**config.mk**
```make
export PLATFORM = sky130hd
export DESIGN_NAME = lesq_scan_ctrl_flat
export DESIGN_NICKNAME = d
export VERILOG_FILES = /design/src/hdl/lesq_pkg.sv /design/src/hdl/lesq_if.sv /design/src/hdl/lesq_scan_ctrl.sv /design/src/flat_wrapper.sv
export VERILOG_INCLUDE_DIRS = /design/src /design/src/hdl
export SDC_FILE = /design/constraint.sdc
export NUM_CORES = 1
export LEC_CHECK = 0
export ABC_AREA = 1
export BUFFER_PORTS_ARGS = -buffer_cell sky130_fd_sc_hd__buf_4
export CORE_MARGIN = 3
export CORE_UTILIZATION = 47
export DETAILED_ROUTE_END_ITERATION = 10
export PLACE_DENSITY = 0.76
export SLEW_MARGIN = 20
export SYNTH_ARGS = -nofsm -noshare
export SYNTH_HDL_FRONTEND = slang
export SYNTH_SLANG_ARGS = --single-unit
```
**constraint.sdc**
```tcl
create_clock -name clk_i -period 2.45 [get_ports clk_i]
set_input_delay 0.245 -clock clk_i [delete_from_list [all_inputs] [get_ports clk_i]]
set_output_delay 0.245 -clock clk_i [all_outputs]
set_load 0.02 [all_outputs]
```
**src/hdl/largest_empty_square_scan_defines.svh**
```systemverilog
// Assertion helpers shared by the scan blocks.
// Both expect clk_i and rst_ni in scope.
`ifndef LARGEST_EMPTY_SQUARE_SCAN_DEFINES_SVH
`define LARGEST_EMPTY_SQUARE_SCAN_DEFINES_SVH

// Property checked at every edge outside reset
`define LESQ_ASSERT(name, prop, msg) \
  name: assert property (@(posedge clk_i) disable iff (!rst_ni) (prop)) else $error(msg);

// Antecedent this cycle, consequent the next
`define LESQ_ASSERT_NEXT(name, ante, cons, msg) \
  name: assert property (@(posedge clk_i) disable iff (!rst_ni) (ante) |=> (cons)) \
    else $error(msg);

`endif

```
**src/hdl/lesq_pkg.sv**
```systemverilog
package lesq_pkg;

  // Geometry
  localparam int MaxWidth = 1024;
  localparam int MaxRows  = 1024;
  localparam int ColW     = $clog2(MaxWidth);
  localparam int RowW     = $clog2(MaxRows);
  localparam int WidthW   = ColW + 1;
  localparam int SizeW    = 11;
  localparam int CharW    = 8;

  localparam logic [CharW-1:0]  ObstacleChar = 8'h6F;
  localparam logic [SizeW-1:0]  SizeMax      = '1;
  localparam logic [WidthW-1:0] WidthReset   = WidthW'(MaxWidth);
  localparam logic [WidthW-1:0] WidthMax     = WidthW'(MaxWidth);
  localparam logic [RowW-1:0]   RowLast      = RowW'(MaxRows - 1);

  // Request moved from the counter stage to the size stage
  typedef struct packed {
    logic             obstacle;
    logic             last;
    logic             row_end;
    logic             row_zero;
    logic [ColW-1:0]  col;
    logic [RowW-1:0]  row;
    logic             fwd;
    logic [SizeW-1:0] fwd_data;
  } s1_t;

  // Line store write port
  typedef struct packed {
    logic             we;
    logic [ColW-1:0]  addr;
    logic [SizeW-1:0] data;
  } wr_t;

  function automatic logic [SizeW-1:0] min3(input logic [SizeW-1:0] a,
                                            input logic [SizeW-1:0] b,
                                            input logic [SizeW-1:0] c);
    logic [SizeW-1:0] m;
    m = (a < b) ? a : b;
    return (m < c) ? m : c;
  endfunction

endpackage

```
**src/hdl/lesq_if.sv**
```systemverilog
// Map cell request channel
interface lesq_cell_if;
  logic                       valid;
  logic                       ready;
  logic [lesq_pkg::CharW-1:0] cell_req;
  logic                       end_of_map;

  modport source (output valid, output cell_req, output end_of_map, input ready);
  modport sink   (input valid, input cell_req, input end_of_map, output ready);
endinterface


```
**src/hdl/lesq_scan_ctrl.sv**
```systemverilog
`include "largest_empty_square_scan_defines.svh"

module lesq_scan_ctrl (
  input  logic                        clk_i,
  input  logic                        rst_ni,
  input  logic                        cfg_we_i,
  input  logic [lesq_pkg::WidthW-1:0] cfg_wdata_i,
  lesq_cell_if.sink                   cell_if,
  input  logic                        s1_fire_i,
  input  lesq_pkg::wr_t               wr_i,
  output logic                        s1_valid_o,
  output lesq_pkg::s1_t               s1_o,
  output logic                        rd_en_o,
  output logic [lesq_pkg::ColW-1:0]   rd_addr_o
);
  import lesq_pkg::*;

  logic [WidthW-1:0] width_q;
  logic [ColW-1:0]   col_q, col_d;
  logic [RowW-1:0]   row_q, row_d;
  logic              s1_valid_q, s1_valid_d;
  s1_t               s1_q, s1_d;
  logic [WidthW-1:0] act_width;
  logic              row_end;
  logic              accept;

  // Stage 1 frees up when it is empty or retires this cycle
  assign cell_if.ready = !s1_valid_q || s1_fire_i;
  assign accept        = cell_if.valid && cell_if.ready;

  // Line width register
  always_ff @(posedge clk_i or negedge rst_ni) begin
    if (!rst_ni) begin
      width_q <= WidthReset;
    end else if (cfg_we_i) begin
      width_q <= cfg_wdata_i;
    end
  end

  // Clamp width to 1..MaxWidth
  always_comb begin
    if (width_q == '0) begin
      act_width = WidthW'(1);
    end else if (width_q > WidthMax) begin
      act_width = WidthMax;
    end else begin
      act_width = width_q;
    end
  end

  assign row_end = ({1'b0, col_q} + WidthW'(1)) >= act_width;

  // Raster position counters
  always_comb begin
    col_d = col_q;
    row_d = row_q;
    if (accept) begin
      if (cell_if.end_of_map) begin
        col_d = '0;
        row_d = '0;
      end else if (row_end) begin
        col_d = '0;
        if (row_q < RowLast) begin
          row_d = row_q + RowW'(1);
        end
      end else begin
        col_d = col_q + ColW'(1);
      end
    end
  end

  // Request into the size stage; forward the write that collides with this read
  always_comb begin
    s1_d.obstacle = (cell_if.cell_req == ObstacleChar);
    s1_d.last     = cell_if.end_of_map;
    s1_d.row_end  = row_end;
    s1_d.row_zero = (row_q == '0);
    s1_d.col      = col_q;
    s1_d.row      = row_q;
    s1_d.fwd      = wr_i.we && (wr_i.addr == col_q);
    s1_d.fwd_data = wr_i.data;
  end

  always_comb begin
    s1_valid_d = s1_valid_q;
    if (accept) begin
      s1_valid_d = 1'b1;
    end else if (s1_fire_i) begin
      s1_valid_d = 1'b0;
    end
  end

  always_ff @(posedge clk_i or negedge rst_ni) begin
    if (!rst_ni) begin
      col_q      <= '0;
      row_q      <= '0;
      s1_valid_q <= 1'b0;
    end else begin
      col_q      <= col_d;
      row_q      <= row_d;
      s1_valid_q <= s1_valid_d;
    end
  end

  always_ff @(posedge clk_i) begin
    if (accept) begin
      s1_q <= s1_d;
    end
  end

  assign s1_valid_o = s1_valid_q;
  assign s1_o       = s1_q;
  assign rd_en_o    = accept;
  assign rd_addr_o  = col_q;

  `LESQ_ASSERT_NEXT(a_row_monotonic, accept && !cell_if.end_of_map, row_q >= $past(row_q),
    "row index went backwards inside a map")
  `LESQ_ASSERT_NEXT(a_wrap_to_col0, accept && row_end, col_q == '0,
    "column did not wrap at row end")
  `LESQ_ASSERT_NEXT(a_col_step, accept && !row_end && !cell_if.end_of_map,
    col_q == $past(col_q) + ColW'(1), "column did not advance by one")

endmodule

```
**src/flat_wrapper.sv**
```systemverilog
// flat-port wrapper written by rule: the top's interface ports become plain ports
module lesq_scan_ctrl_flat import lesq_pkg::*;
  (clk_i, rst_ni, cfg_we_i, cfg_wdata_i, s1_fire_i, wr_i, s1_valid_o, s1_o, rd_en_o, rd_addr_o, cell_if_valid, cell_if_cell_req, cell_if_end_of_map, cell_if_ready);
  lesq_cell_if cell_if_i ();
  input  logic clk_i;
  input  logic rst_ni;
  input  logic cfg_we_i;
  input  logic [lesq_pkg::WidthW-1:0] cfg_wdata_i;
  input  logic s1_fire_i;
  input  lesq_pkg::wr_t wr_i;
  output logic s1_valid_o;
  output lesq_pkg::s1_t s1_o;
  output logic rd_en_o;
  output logic [lesq_pkg::ColW-1:0] rd_addr_o;
  input wire logic [$bits(cell_if_i.valid)-1:0] cell_if_valid;
  input wire logic [$bits(cell_if_i.cell_req)-1:0] cell_if_cell_req;
  input wire logic [$bits(cell_if_i.end_of_map)-1:0] cell_if_end_of_map;
  output wire logic [$bits(cell_if_i.ready)-1:0] cell_if_ready;
  assign cell_if_i.valid = cell_if_valid;
  assign cell_if_i.cell_req = cell_if_cell_req;
  assign cell_if_i.end_of_map = cell_if_end_of_map;
  assign cell_if_ready = cell_if_i.ready;
  lesq_scan_ctrl u_core (.clk_i(clk_i), .rst_ni(rst_ni), .cfg_we_i(cfg_we_i), .cfg_wdata_i(cfg_wdata_i), .cell_if(cell_if_i), .s1_fire_i(s1_fire_i), .wr_i(wr_i), .s1_valid_o(s1_valid_o), .s1_o(s1_o), .rd_en_o(rd_en_o), .rd_addr_o(rd_addr_o));
endmodule
```
-- Word level (Yosys, flattened, before mapping)
Cells that the tools add are included.
Widths: inputs -> output; s select.
- $add $sub $neg: 3
- magnitude comparators: 3
- equal/unequal tests: 2
- mux-type cells: 9
- reduce and logical (&&, ||, !) cells: 10
- operators by type and width (kind ; number):
    $mux 10 ; 5
    $mux 11 ; 2
    $add 10x1->10 const B ; 2
    $add 10x1->11 const B ; 1
    $ge 11x11->1 ; 1
    $gt 11x11->1 const B ; 1
    $logic_not 11->1 ; 1
    $eq 10x10->1 ; 1
    $logic_not 10->1 ; 1
    $lt 10x10->1 const B ; 1
    $eq 8x7->1 const B ; 1
    $reduce_bool 2->1 ; 3
    $reduce_and 3->1 ; 1
    $logic_and 1x1->1 ; 2
    $mux 1 ; 2
    $logic_not 1->1 ; 1
    $logic_or 1x1->1 ; 1
- register bits after elaboration: 68
- bits of input ports: 47
- output and inout port bits: 49
- logic and storage cells: 39

-- Depth between registers and ports, before layout
- depth in word-level cells: 6
- gate-level depth with buffers: 17
- gate-level depth less buffers: 17

-- Worst setup path after synthesis
Ideal clock, no wire load.
- path type: reg-to-reg
- from: reg u_core.col_q[1], in the netlist u_core.rd_addr_o[1]
- to: reg u_core.row_q[2]
- setup time: 0.119 ns
- arrival time: 2.290 ns
- data required time: 2.331 ns
- path slack: 0.040 ns
- stages on the path, launching flop included: 18
- path buffers: 0
- period minus slack after synthesis: 2.410 ns
- cells stage by stage: dfrtp_1 -> ha_1 -> nand3_1 -> nor2_1 -> nand2_1 -> nor3_2 -> xor2_1 -> inv_1 -> ha_1 -> nand2_1 -> nor2_2 -> inv_2 -> a21oi_1 -> nor2_2 -> nand3_4 -> nand3_4 -> nand2_1 -> nand2_1
- cells in the longest elaborated chain, start to end: 4
- ends and longest elaborated chain (what ; RTL line ; RTL):
    start, declared ; lesq_scan_ctrl.sv:19 ; logic [ColW-1:0] col_q, col_d;
    start signal, assigned ; lesq_scan_ctrl.sv:99 ; col_q <= col_d;
    $add 10x1->11 ; lesq_scan_ctrl.sv:51 ; assign row_end = ({1'b0, col_q} + WidthW'(1)) >= act_width;
    $ge 11x11->1 ; lesq_scan_ctrl.sv:51 ;
    $reduce_bool 2->1 (no source line) ; -- ;
    $reduce_and 3->1 (no source line) ; -- ;
    end signal, assigned ; lesq_scan_ctrl.sv:100 ; row_q <= row_d;
    end, declared ; lesq_scan_ctrl.sv:20 ; logic [RowW-1:0] row_q, row_d;
No other way between the ends.
A chain may end at the register's enable or synchronous reset.

-- Worst setup path after layout
Same ends and word-level chain as after synthesis.

==> flow_summary.json <==
{
  "slew_violations": 0,
  "fill_cells": 529,
  "ios": 96,
  "status": "finished, violations left",
  "cts_tree": "built",
  "netlist_area_sq_um": 3442,
  "rsz0062_at_grt": "true",
  "synthCells": 361,
  "setup_viol": 21,
  "grt_pass1_wl_mm": 13.17,
  "syn_to_final_growth_pct": 39.08,
  "wl_per_cell_microns": 14.12,
  "drcViolationCount": 0,
  "critPathRequiredTime_ns": 2.69,
  "power_w": 0.002952,
  "vias": 3003,
  "htreeDepth": 3,
  "first_global_vias": 2939,
  "die_area_sq_um": 8386,
  "avgSynthCellArea_sq_um": 9.535,
  "path_max_fanout": 7,
  "post_synth_main_area_contributors": "edfxtp_1 31%, dfrtp_1 23%, nand2_1 11%, ha_1 5.1%, inv_1 4.0%",
  "period_needed_ns": 2.661,
  "ant_nets": 0,
  "row_count": 30,
  "antenna_found_initial": 0,
  "final_cell_mix": "119 x buf_4, 85 x nand2_1, 36 x edfxtp_1",
  "power_frac_seq": 0.459,
  "die_y_microns": 91.58,
  "synth-xor-area-share": 0.02799,
  "finalHoldViolations": 0,
  "cellPowerDensity_nw_per_um2": 616.6,
  "cts-root-buf": "clkbuf_8",
  "p_leak_nw": 2.261,
  "yosys.area_share.simple": 0.2392,
  "tightest_slew_ns": 0.4121,
  "maxCapViolCount": 0,
  "gp_congestion": 0.8529,
  "synthMuxAreaShare": 0.006543,
  "viasPerCell": 5.160,
  "wirelength_mm": 8.217,
  "netlist-cell-type-count": 32,
  "swShare": 0.3022,
  "dr.first_iter.drc_count": 113,
  "p_int_w": 0.002060,
  "dp_hpwl_mm": 5.589,
  "cp-start-kind": "register",
  "synth_seq_cells": 68,
  "synth-compound-area-share": 0.05089,
  "drive_gt1_frac": 0.3971,
  "register_area_sq_um": 1883,
  "numClockSinks": 68,
  "fmax_mhz": 375.9,
  "multi_input_area_sq_um": 1490,
  "yosysWarningCount": 0,
  "finalCritPeriodShare": 1.086,
  "setup_ws_ns": -0.2106,
  "p_switching_w": 0.0008920,
  "hold_class": "in -> reg",
  "critical_path_class": "reg -> reg",
  "ys_seq_area_frac": 0.5471,
  "grt_max_degree": 33,
  "clk_pin_slew_ns": 0.08,
  "num_antenna_cells": 0,
  "clock_path_buffers": 2,
  "port_buffers": 95,
  "worstSkewPairLatency_ns": 0.35,
  "mostFrequentLayoutCell": "buf_4",
  "synth_top_cell_by_area": "edfxtp_1",
  "violations": "setup timing",
  "reg2reg_slack_ns": -0.21,
  "num-nets-final": 542,
  "synth_top_area_frac": 0.3141,
  "end_kind": "register",
  "coreArea_sq_um": 6944,
  "instances_no_fill": 582,
  "synthesis.nets": 422,
  "power.share.clock": 0.324,
  "synth_top_family_by_area": "simple AND/OR/NAND/NOR gates",
  "clock-skew-final_ns": 0.005619,
  "grtUsageTotal": 0.1943,
  "grt_overflow": 0,
  "worstPathArrival_ns": 2.90,
  "post-place-cells": 550,
  "vdd_drop_max_mv": 0.3194,
  "die_w_microns": 91.58,
  "synthAdderAreaFrac": 0.05089,
  "pwr-share-comb": 0.218,
  "dr.pass1.iters": 4,
  "relSlewSlack": 0.7253,
  "cts_inserted_buffers": 9,
  "start_util": 0.4957
}
[worst max-delay path: stages, from the launching register on]
cell and delay, ns:
dfrtp_1 0.39, buf_4 0.14, buf_4 0.15, nand3_1 0.17
nor4_4 0.06, or2_1 0.21, nand2_1 0.10, inv_1 0.06
ha_1 0.36, nand2_4 0.07, nor2_4 0.13, nand2_2 0.08
nor2_4 0.12, nor2_4 0.06, nand3_4 0.13, nand3_4 0.14
nand2_1 0.10, nand2_1 0.05
[power groups by stage]
stage	registers (W)	clock network [W]	logic, W
2_1_floorplan	0.00142	0	0.000271
3_3_place_gp	0.00137	0	0.000539
3_5_place_dp	0.00137	0	0.000553
4_1_cts	0.00135	0.000978	0.000596
5_1_grt	0.00137	0.00102	0.000701
6_report	0.00135	0.000956	0.000642
[final cells by class]
cell class / instances / share of cell area
inverter: 43 / 0.03372
sequential: 68 / 0.3934
tap: 96 / 0.02509
timing repair buffer: 122 / 0.1934
clock inverter: 7 / 0.01725
clock buffer: 9 / 0.02588
multi-input combinational: 237 / 0.3113
[stage by stage]
stage	hold slack, ns	worst slack [ns]	utilization	cell area (sq um)	setup TNS [ns]
after global routing	0.05097	-0.3766	0.6894	4787	-6.351
final	0.06434	-0.2106	0.6894	4787	-2.985
after detailed placement	0.2074	-0.1303	0.6157	4275	-2.307
after CTS	0.05215	-0.03196	0.6677	4637	-0.2070
after global placement	0.2008	-0.03152	0.6157	4275	-0.1358
after floorplan	-0.05059	0.04012	-	3442	0
[cell families after synthesis]
kind of cell | Yosys count
compound gates | 33
simple gates | 174
xor+xnor | 11
mux | 2
fa+ha+maj | 14
buf+inv | 59
flops | 68
[registers in the layout, indices dropped and copies added (netlist names)]
signal             cells
u_core.s1_valid_o      1
u_core.rd_addr_o      10
u_core.s1_o           36
u_core.row_q          10
u_core.width_q        11
[synthesized netlist by cell type]
master    count
nand3_4       2
mux2_2        2
clkbuf_1      2
nor3_1        3
nand3_2       1
buf_4        11
nand2_2       1
nand3_1      12
nand4_4       1
a21oi_1       6
buf_2         3
inv_1        37
xnor2_1       5
nor2_2        6
dfstp_2       1
nand2_1      97
a31oi_1       1
xor2_1        6
nand4_1      17
nor3_2        2
o21ai_1       5
o21ai_0      15
nor4_1        5
nor2_1       25
o22ai_1       5
o21a_1        1
nor3_4        1
inv_2         6
or2_1         1
edfxtp_1     36
dfrtp_1      31
ha_1         14
[layer usage]
metal	track usage	vias to the layer above	wire length, microns
met5	0	-	0
met4	0.08920	0	165
met3	0.04391	20	688
met2	0.3244	146	4146
met1	0.2383	1391	3216
li1	-	1446	-
[worst paths after layout]
kind | start | to | cells past startpoint
setup / recovery | u_core.rd_addr_o[1] | u_core.row_q[2] | 17
hold / removal | wr_i[6] | u_core.s1_o[6] | 1
setup reg to reg | u_core.rd_addr_o[1] | u_core.row_q[2] | 17
hold reg to reg | u_core.width_q[9] | u_core.width_q[9] | 1
max in group asynchronous | rst_ni | u_core.width_q[10] | 2
min in group asynchronous | rst_ni | u_core.rd_addr_o[7] | 2
[timing repair]
item | in CTS | in global routing
pin swaps | 7 | 13
gates resized for setup | 16 | 24
endpoints found under the setup margin | 21 | 21
buffers inserted | 5 | 7
hold endpoints to repair | 31 | 0
hold buffers | 1 | 0
gates cloned | 3 | 0
(Power assumes the default switching activity.)
