--- config.mk ---
export PLATFORM = sky130hd
export DESIGN_NAME = lesq_size_calc_flat
export DESIGN_NICKNAME = d
export VERILOG_FILES = /design/src/hdl/lesq_pkg.sv /design/src/hdl/lesq_if.sv /design/src/hdl/lesq_size_calc.sv /design/src/flat_wrapper.sv
export VERILOG_INCLUDE_DIRS = /design/src /design/src/hdl
export SDC_FILE = /design/constraint.sdc
export NUM_CORES = 1
export LEC_CHECK = 0
export ABC_AREA = 1
export BUFFER_PORTS_ARGS = -buffer_cell sky130_fd_sc_hd__buf_2
export CORE_MARGIN = 3
export CORE_UTILIZATION = 56
export DETAILED_ROUTE_END_ITERATION = 16
export GPL_TIMING_DRIVEN = 0
export HOLD_SLACK_MARGIN = 0.03
export PLACE_DENSITY = 0.81
export SYNTH_ARGS = -nofsm -noshare
export SYNTH_HDL_FRONTEND = slang
export SYNTH_SLANG_ARGS = --single-unit
--- constraint.sdc ---
create_clock -name clk_i -period 6.71 [get_ports clk_i]
set_clock_uncertainty 0.05 [all_clocks]
set_input_delay 1.0065 -clock clk_i [delete_from_list [all_inputs] [get_ports clk_i]]
set_output_delay 1.0065 -clock clk_i [all_outputs]
set_load 0.02 [all_outputs]
--- src/hdl/largest_empty_square_scan_defines.svh ---
// Assertion helpers shared by the scan blocks.
// Both expect clk_i and rst_ni in scope.
`ifndef LARGEST_EMPTY_SQUARE_SCAN_DEFINES_SVH
`define LARGEST_EMPTY_SQUARE_SCAN_DEFINES_SVH

// Property checked at every edge outside reset
`define LESQ_ASSERT(name, prop, msg) \
  name: assert property (@(posedge clk_i) disable iff (!rst_ni) (prop)) else $error(msg);

// Antecedent this cycle, consequent the next
`define LESQ_ASSERT_NEXT(name, ante, cons, msg) \
  name: assert property (@(posedge clk_i) disable iff (!rst_ni) (ante) |=> (cons)) \
    else $error(msg);

`endif

--- src/hdl/lesq_pkg.sv ---
package lesq_pkg;

  // Geometry
  localparam int MaxWidth = 1024;
  localparam int MaxRows  = 1024;
  localparam int ColW     = $clog2(MaxWidth);
  localparam int RowW     = $clog2(MaxRows);
  localparam int WidthW   = ColW + 1;
  localparam int SizeW    = 11;
  localparam int CharW    = 8;

  localparam logic [CharW-1:0]  ObstacleChar = 8'h6F;
  localparam logic [SizeW-1:0]  SizeMax      = '1;
  localparam logic [WidthW-1:0] WidthReset   = WidthW'(MaxWidth);
  localparam logic [WidthW-1:0] WidthMax     = WidthW'(MaxWidth);
  localparam logic [RowW-1:0]   RowLast      = RowW'(MaxRows - 1);

  // Request moved from the counter stage to the size stage
  typedef struct packed {
    logic             obstacle;
    logic             last;
    logic             row_end;
    logic             row_zero;
    logic [ColW-1:0]  col;
    logic [RowW-1:0]  row;
    logic             fwd;
    logic [SizeW-1:0] fwd_data;
  } s1_t;

  // Line store write port
  typedef struct packed {
    logic             we;
    logic [ColW-1:0]  addr;
    logic [SizeW-1:0] data;
  } wr_t;

  function automatic logic [SizeW-1:0] min3(input logic [SizeW-1:0] a,
                                            input logic [SizeW-1:0] b,
                                            input logic [SizeW-1:0] c);
    logic [SizeW-1:0] m;
    m = (a < b) ? a : b;
    return (m < c) ? m : c;
  endfunction

endpackage

--- src/hdl/lesq_if.sv ---


// Result channel
interface lesq_result_if;
  logic                       valid;
  logic                       ready;
  logic [lesq_pkg::SizeW-1:0] best_size;
  logic [lesq_pkg::RowW-1:0]  best_row;
  logic [lesq_pkg::ColW-1:0]  best_col;

  modport source (output valid, output best_size, output best_row, output best_col,
                  input ready);
  modport sink   (input valid, input best_size, input best_row, input best_col,
                  output ready);
endinterface

--- src/hdl/lesq_size_calc.sv ---
`include "largest_empty_square_scan_defines.svh"

module lesq_size_calc (
  input  logic                       clk_i,
  input  logic                       rst_ni,
  input  logic                       s1_valid_i,
  input  lesq_pkg::s1_t              s1_i,
  input  logic [lesq_pkg::SizeW-1:0] rd_data_i,
  output logic                       s1_fire_o,
  output lesq_pkg::wr_t              wr_o,
  lesq_result_if.source              res_if
);
  import lesq_pkg::*;

  logic [SizeW-1:0] left_q, left_d;
  logic [SizeW-1:0] upl_q, upl_d;
  logic [SizeW-1:0] large_q, large_d;
  logic [RowW-1:0]  lrow_q, lrow_d;
  logic [ColW-1:0]  lcol_q, lcol_d;
  logic             res_valid_q, res_valid_d;
  logic [SizeW-1:0] res_size_q;
  logic [RowW-1:0]  res_row_q;
  logic [ColW-1:0]  res_col_q;
  logic [SizeW-1:0] up;
  logic [SizeW-1:0] m;
  logic [SizeW-1:0] size;
  logic             s1_fire;
  logic             load_res;

  // Retire unless a result must go into a full, stalled output register
  assign s1_fire  = s1_valid_i && (!s1_i.last || !res_valid_q || res_if.ready);
  assign load_res = s1_fire && s1_i.last;

  // Upper neighbor, bypassing the line store on a same-entry write
  assign up = s1_i.fwd ? s1_i.fwd_data : rd_data_i;
  assign m  = min3(up, upl_q, left_q);

  // Square side ending at this cell
  always_comb begin
    if (s1_i.obstacle) begin
      size = '0;
    end else if (s1_i.row_zero || (s1_i.col == '0)) begin
      size = SizeW'(1);
    end else if (m == SizeMax) begin
      size = SizeMax;
    end else begin
      size = m + SizeW'(1);
    end
  end

  // Best square and neighbor registers
  always_comb begin
    left_d  = left_q;
    upl_d   = upl_q;
    large_d = large_q;
    lrow_d  = lrow_q;
    lcol_d  = lcol_q;
    if (s1_fire) begin
      if (size > large_q) begin
        large_d = size;
        lrow_d  = s1_i.row;
        lcol_d  = s1_i.col;
      end
      if (s1_i.last) begin
        left_d  = '0;
        upl_d   = '0;
        large_d = '0;
        lrow_d  = '0;
        lcol_d  = '0;
      end else if (s1_i.row_end) begin
        left_d = '0;
        upl_d  = '0;
      end else begin
        left_d = size;
        upl_d  = up;
      end
    end
  end

  always_comb begin
    res_valid_d = res_valid_q;
    if (load_res) begin
      res_valid_d = 1'b1;
    end else if (res_if.ready) begin
      res_valid_d = 1'b0;
    end
  end

  always_ff @(posedge clk_i or negedge rst_ni) begin
    if (!rst_ni) begin
      left_q      <= '0;
      upl_q       <= '0;
      large_q     <= '0;
      lrow_q      <= '0;
      lcol_q      <= '0;
      res_valid_q <= 1'b0;
    end else begin
      left_q      <= left_d;
      upl_q       <= upl_d;
      large_q     <= large_d;
      lrow_q      <= lrow_d;
      lcol_q      <= lcol_d;
      res_valid_q <= res_valid_d;
    end
  end

  // Result register takes the best square including this last cell
  always_ff @(posedge clk_i) begin
    if (load_res) begin
      if (size > large_q) begin
        res_size_q <= size;
        res_row_q  <= s1_i.row;
        res_col_q  <= s1_i.col;
      end else begin
        res_size_q <= large_q;
        res_row_q  <= lrow_q;
        res_col_q  <= lcol_q;
      end
    end
  end

  assign res_if.valid     = res_valid_q;
  assign res_if.best_size = res_size_q;
  assign res_if.best_row  = res_row_q;
  assign res_if.best_col  = res_col_q;

  assign s1_fire_o  = s1_fire;
  assign wr_o.we    = s1_fire;
  assign wr_o.addr  = s1_i.col;
  assign wr_o.data  = size;

  `LESQ_ASSERT(a_res_from_last, $rose(res_valid_q) |-> $past(s1_fire && s1_i.last),
    "result appeared without an end-of-map cell")
  `LESQ_ASSERT_NEXT(a_clear_on_last, s1_fire && s1_i.last,
    (large_q == '0) && (left_q == '0) && (upl_q == '0),
    "scan state not cleared after end of map")
  `LESQ_ASSERT(a_empty_nonzero, (s1_valid_i && !s1_i.obstacle) |-> (size != '0),
    "empty cell produced a zero square")

endmodule

--- src/flat_wrapper.sv ---
// flat-port wrapper written by rule: the top's interface ports become plain ports
module lesq_size_calc_flat import lesq_pkg::*;
  (clk_i, rst_ni, s1_valid_i, s1_i, rd_data_i, s1_fire_o, wr_o, res_if_valid, res_if_best_size, res_if_best_row, res_if_best_col, res_if_ready);
  lesq_result_if res_if_i ();
  input  logic clk_i;
  input  logic rst_ni;
  input  logic s1_valid_i;
  input  lesq_pkg::s1_t s1_i;
  input  logic [lesq_pkg::SizeW-1:0] rd_data_i;
  output logic s1_fire_o;
  output lesq_pkg::wr_t wr_o;
  output wire logic [$bits(res_if_i.valid)-1:0] res_if_valid;
  output wire logic [$bits(res_if_i.best_size)-1:0] res_if_best_size;
  output wire logic [$bits(res_if_i.best_row)-1:0] res_if_best_row;
  output wire logic [$bits(res_if_i.best_col)-1:0] res_if_best_col;
  input wire logic [$bits(res_if_i.ready)-1:0] res_if_ready;
  assign res_if_valid = res_if_i.valid;
  assign res_if_best_size = res_if_i.best_size;
  assign res_if_best_row = res_if_i.best_row;
  assign res_if_best_col = res_if_i.best_col;
  assign res_if_i.ready = res_if_ready;
  lesq_size_calc u_core (.clk_i(clk_i), .rst_ni(rst_ni), .s1_valid_i(s1_valid_i), .s1_i(s1_i), .rd_data_i(rd_data_i), .s1_fire_o(s1_fire_o), .wr_o(wr_o), .res_if(res_if_i));
endmodule
### Word-level counts from Yosys, hierarchy flattened

Index checks and enable logic that the tools add are counted.

| word-level totals | value |
|---|---|
| register bits | 85 |
| bits of input ports | 51 |
| logic and storage cells | 41 |

| cells by class | value |
|---|---|
| add/subtract/negate cells | 1 |
| order comparisons | 3 |
| equality and inequality tests | 1 |
| multiplexer cells | 18 |
| reductions and logical operators | 9 |

Operator list:

| cell | count |
|---|---|
| $mux 11 | 12 |
| $mux 10 | 4 |
| $lt 11x11->1 | 2 |
| $add 11x1->11 const B | 1 |
| $eq 11x11->1 const B | 1 |
| $gt 11x11->1 | 1 |
| $logic_not 10->1 | 1 |
| $logic_or 1x1->1 | 3 |
| $logic_and 1x1->1 | 2 |
| $logic_not 1->1 | 2 |
| $mux 1 | 2 |
| $reduce_bool 2->1 | 1 |

### Depth between registers and ports, before layout

| depth | value |
|---|---|
| word-level depth | 12 |
| depth in mapped cells | 48 |
| gate-level depth less buffers | 43 |

### Least setup slack after synthesis

No wires, ideal clock.

| timing path | value |
|---|---|
| path kind | input port to flip-flop |
| start | input port s1_i[11] (netlist name) |
| end | register u_core.res_size_q[5] (netlist: u_core.res_if.best_size[5]) (data pin) |
| library setup time | 255 ps |
| arrival time | 6428 ps |
| setup slack | -22 ps |
| cell stages on the path | 39 |
| buffers on the path | 5 |
| path through | inv_2 -> clkbuf_1 -> or2_2 -> o21ai_0 -> inv_1 -> ha_1 -> nand2_1 -> nor2_1 -> nand2_1 -> nor2_1 -> nand2_1 -> nand2_1 -> buf_4 -> buf_6 -> nand2_1 -> o21ai_0 -> ha_1 -> a21oi_1 -> [3 not listed] -> nand3_1 -> nand2_1 -> ha_1 -> nand2_1 -> nor3_1 -> nand4_1 -> o21ai_0 -> inv_1 -> ha_1 -> inv_1 -> nor2_1 -> nand2_1 -> nor4b_1 -> nand4_1 -> nand2_4 -> buf_6 -> nand2_1 -> and2_1 |

RTL lines:

| element | line | RTL |
|---|---|---|
| start: declaration | flat_wrapper.sv:8 | `input lesq_pkg::s1_t s1_i;` |
| end signal: assignment | lesq_size_calc.sv:111 | `res_size_q <= size;` |
| end signal: assignment | lesq_size_calc.sv:115 | `res_size_q <= large_q;` |
| end: declaration | lesq_size_calc.sv:21 | `logic [SizeW-1:0] res_size_q;` |

### Worst setup path in the final report

| timing path | value |
|---|---|
| start | input port s1_i[11] (netlist name) |
| end | register u_core.res_size_q[3] (netlist: u_core.res_if.best_size[3]) (data pin) |

| between the ends | value |
|---|---|
| word-level cells in the longest chain between the ends | 11 |
| elaborated cells between the ends (all ways) | 12 |
| classes of those cells | 1 x add/sub; 3 x order compare; 1 x eq/ne; 7 x mux |

RTL lines:

| element | line | RTL |
|---|---|---|
| $mux 11 (*) | lesq_size_calc.sv:35 | `assign up = s1_i.fwd ? s1_i.fwd_data : rd_data_i;` |
| $lt 11x11->1 | lesq_pkg.sv:41 | `m = (a < b) ? a : b;` |
| $mux 11 (*) | lesq_pkg.sv:41 |  |
| $lt 11x11->1 | lesq_pkg.sv:42 | `return (m < c) ? m : c;` |
| $mux 11 (*) | lesq_pkg.sv:42 |  |
| $add 11x1->11 or $eq 11x11->1 (tied branches) | lesq_size_calc.sv:47, lesq_size_calc.sv:44 |  |
| $mux 11 (*) | lesq_size_calc.sv:44 | `end else if (m == SizeMax) begin` |
| $mux 11 (*) | lesq_size_calc.sv:42 | `end else if (s1_i.row_zero \|\| (s1_i.col == '0)) begin` |
| $mux 11 (*) | lesq_size_calc.sv:40 | `if (s1_i.obstacle) begin` |
| $gt 11x11->1 | lesq_size_calc.sv:110 | `if (size > large_q) begin` |
| $mux 11 (*) | - |  |

Mark *: on every way between the ends. The rest lies on a longest branch, timed or not.
A chain may end at the register's enable or synchronous reset.

==> impl_metrics.env <==
export IMPL_status="complete, no violations"
export IMPL_cts_sinks=85
export IMPL_grt_first_pass_wirelength_mm=22.07
export IMPL_worst_skew_pair_late_latency_ns=0.38
export IMPL_grt_usage_pct=24.74
export IMPL_synth_largest_area_cell="sky130_fd_sc_hd__dfrtp_1"
export IMPL_final_net_count=900
export IMPL_routedWlPerCell_um=15.75
export IMPL_hold_path_class="reg -> reg"
export IMPL_clock_path_buffers=2
export IMPL_timing_critical_path_arrival_ns=6.60
export IMPL_synth_top_area_share_pct=25.32
export IMPL_endpoint_kind="register"
export IMPL_final_hold_viol_count=0
export IMPL_area_growth_pct=29.75
export IMPL_power_per_cell_area_nw_per_um2=390.0
export IMPL_synthesis_instances=680
export IMPL_ys_warnings_count=0
export IMPL_tritoncts="built"
export IMPL_initial_core_util_pct=59.45
export IMPL_ys_top_cells_by_area="sky130_fd_sc_hd__dfrtp_1 (25%), sky130_fd_sc_hd__edfxtp_1 (17%), sky130_fd_sc_hd__nand2_1 (13%)"
export IMPL_finalSetupViolations=0
export IMPL_ys_seq_area_share_pct=42.77
export IMPL_post_route_period_util_pct=97.24
export IMPL_first_global_vias=4853
export IMPL_dp_hpwl_mm=9.650
export IMPL_placementRows=34
export IMPL_worstPathRequired_ns=6.79
export IMPL_layout_commonest_cell="sky130_fd_sc_hd__nand2_1"
export IMPL_synth_area_per_cell_um2=7.848
export IMPL_transition_time_of_the_tightest_slew_check_pin_ns=0.8978
export IMPL_grt_max_degree=55
export IMPL_fmax_ghz=0.1533
export IMPL_commonest_cells_after_routing_fill_and_taps_aside="sky130_fd_sc_hd__nand2_1 (168), sky130_fd_sc_hd__buf_2 (109), sky130_fd_sc_hd__inv_1 (106)"
export IMPL_drcViolationCount=0
export IMPL_postLayoutCoreUtil_pct=77.14
export IMPL_antenna_found_initial=0
export IMPL_finalWeightedCongestion=0.8926
export IMPL_cap_violations=0
export IMPL_insertedDiodeCount=0
export IMPL_layout_drive_gt1_share_pct=31.11
export IMPL_finalHoldWorstSlack_ns=0.4362
export IMPL_antenna_left=0
export IMPL_design_die_area_um2=10740
export IMPL_critical_path_max_stage_delay_ns=0.33
export IMPL_clk_transition_reported_paths_ns=0.09
export IMPL_numCtsBuffers=9
export IMPL_firstDrtPassIters=5
export IMPL_cts_hold_fix_buffers=0
export IMPL_gr_total_overflow=0
export IMPL_vdd_ir_drop_worst_mv=0.2194
export IMPL_die_height_um=103.6
export IMPL_die_width_um=103.6
export IMPL_quantity_of_i_o_buffers_inserted_on_ports=105
export IMPL_finalMaxSlewViolations=0
export IMPL_ys_seq_elements=85
export IMPL_drt_wl_total_mm=14.95
export IMPL_core_region_area_um2=8976
export IMPL_min_period_ns=6.525
export IMPL_route_vias_total=5191
export IMPL_worstSetupStartpointType="input port"
export IMPL_synth_area_um2=5336
export IMPL_cts_htree_levels=3
export IMPL_drt_iter0_markers=372
export IMPL_crit_path_max_fanout=10
export IMPL_crit_slowest_cell="sky130_fd_sc_hd__ha_1"
export IMPL_critical_path_top_cell_by_count="sky130_fd_sc_hd__nand2_1"
export IMPL_io_pins=106
export IMPL_synth_cell_type_count=36
export IMPL_route_detailed_vias_per_inst=5.470
export IMPL_cts_root_buf="sky130_fd_sc_hd__clkbuf_8"
export IMPL_timing_worst_setup_path_type="in -> reg"
export IMPL_max_slew_margin_rel_pct=40.01
export IMPL_leakagePower_nw=3.600
export IMPL_synth_fp_nets=762
-- cell families after synthesis --
| family | Yosys count | share of synthesized area (%) |
|---|---|---|
| xor+xnor | 4 | 0.6566 |
| simple gates | 337 | 29.14 |
| fa+ha+maj | 31 | 7.268 |
| buf+inv | 153 | 12.66 |
| flops | 85 | 42.77 |
| compound gates | 70 | 7.503 |
-- stage by stage --
stage / area (µm²) / worst slack [ns] / power (mW) / instances / setup TNS [ns]
after floorplan: 5338 / 0.07735 / 1.679 / 680 / 0
after global placement: 6021 / -0.9639 / 1.937 / 911 / -52.73
after detailed placement: 6028 / -1.109 / 1.987 / 911 / -62.89
after CTS: 6294 / 0.007940 / 2.387 / 928 / 0
after global routing: 6924 / -0.1882 / 2.880 / 949 / -6.244
final: 6924 / 0.1852 / 2.701 / 949 / 0
-- state kept, by name (all words and copies together) (netlist names) --
signal,count
u_core.res_if.valid,1
u_core.large_q,11
u_core.lrow_q,10
u_core.res_if.best_row,10
u_core.res_if.best_size,11
u_core.upl_q,11
u_core.lcol_q,10
u_core.left_q,11
u_core.res_if.best_col,10
-- routing by layer --
layer  vias to the layer above  share of wire (%)  GRT usage [%]
met5                         -                  0              0
met2                       276                 49          42.66
met4                         0                2.7          8.832
met3                        43                7.4          3.545
met1                      2422                 41          31.89
li1                       2450                  -              -
-- final cells by class --
class | count | area (µm²)
inverter | 115 | 434.2
fill | 583 | 2052
tap | 126 | 157.7
buffer | 37 | 296.5
clock inverter | 7 | 81.33
multi-input combinational | 442 | 2779
clock buffer | 9 | 123.9
sequential | 85 | 2282
timing repair buffer | 128 | 769.5
-- critical path: cells and delay by family --
family,cells,cell delay [ns]
buf+inv,9,1.20
compound gates,5,0.81
simple gates,22,2.74
fa+ha+maj,3,0.81
-- where the power goes --
group / internal [mW] / switching, mW
sequential: 0.735 / 0.0495
clock: 0.178 / 0.209
combinational: 0.643 / 0.886
-- cells in the mapped netlist --
library cell,number
sky130_fd_sc_hd__nor2_2,2
sky130_fd_sc_hd__o21a_1,1
sky130_fd_sc_hd__a21boi_0,1
sky130_fd_sc_hd__nand3_1,76
sky130_fd_sc_hd__xor2_1,2
sky130_fd_sc_hd__a41oi_1,1
sky130_fd_sc_hd__xnor2_1,2
sky130_fd_sc_hd__nor3_1,2
sky130_fd_sc_hd__nor2_4,1
sky130_fd_sc_hd__edfxtp_1,31
sky130_fd_sc_hd__a211oi_1,2
sky130_fd_sc_hd__nand2_2,2
sky130_fd_sc_hd__buf_6,5
sky130_fd_sc_hd__o221a_2,1
sky130_fd_sc_hd__inv_1,114
sky130_fd_sc_hd__o21ai_1,9
sky130_fd_sc_hd__nor4_1,3
sky130_fd_sc_hd__inv_2,1
sky130_fd_sc_hd__o22ai_1,20
sky130_fd_sc_hd__ha_1,31
sky130_fd_sc_hd__dfrtp_1,54
sky130_fd_sc_hd__a32o_1,1
sky130_fd_sc_hd__clkbuf_1,14
sky130_fd_sc_hd__a21oi_1,13
sky130_fd_sc_hd__buf_4,16
sky130_fd_sc_hd__buf_2,3
sky130_fd_sc_hd__nand4_1,5
sky130_fd_sc_hd__nand3_4,1
sky130_fd_sc_hd__nand3_2,3
sky130_fd_sc_hd__nor2_1,14
sky130_fd_sc_hd__o21ai_0,21
sky130_fd_sc_hd__nand2_1,184
sky130_fd_sc_hd__and2_1,30
sky130_fd_sc_hd__nand2_4,2
sky130_fd_sc_hd__or2_2,11
sky130_fd_sc_hd__nor4b_1,1
-- worst paths after layout --
path                       slack, ns  cells past startpoint                          from                                   end
min in group asynchronous       0.63                      1                        rst_ni           u_core.upl_q[6]$_DFFE_PN0P_
max reg2reg                     0.91                     38   u_core.upl_q[6]$_DFFE_PN0P_  u_core.res_if.best_size[3]$_DFFE_PP_
max in group asynchronous       5.49                      1                        rst_ni          u_core.lrow_q[9]$_DFFE_PN0P_
max                             0.19                     39                      s1_i[11]  u_core.res_if.best_size[3]$_DFFE_PP_
min reg2reg                     0.44                      2  u_core.lrow_q[3]$_DFFE_PN0P_          u_core.lrow_q[3]$_DFFE_PN0P_
min                             0.44                      2  u_core.lrow_q[3]$_DFFE_PN0P_          u_core.lrow_q[3]$_DFFE_PN0P_
-- timing repair --
action	CTS	global route
pin swaps	6	33
setup buffers	2	14
cloned	0	7
setup endpoints to repair	72	73
gates resized for setup	22	101
No activity file was read; power rests on OpenSTA's default activity.
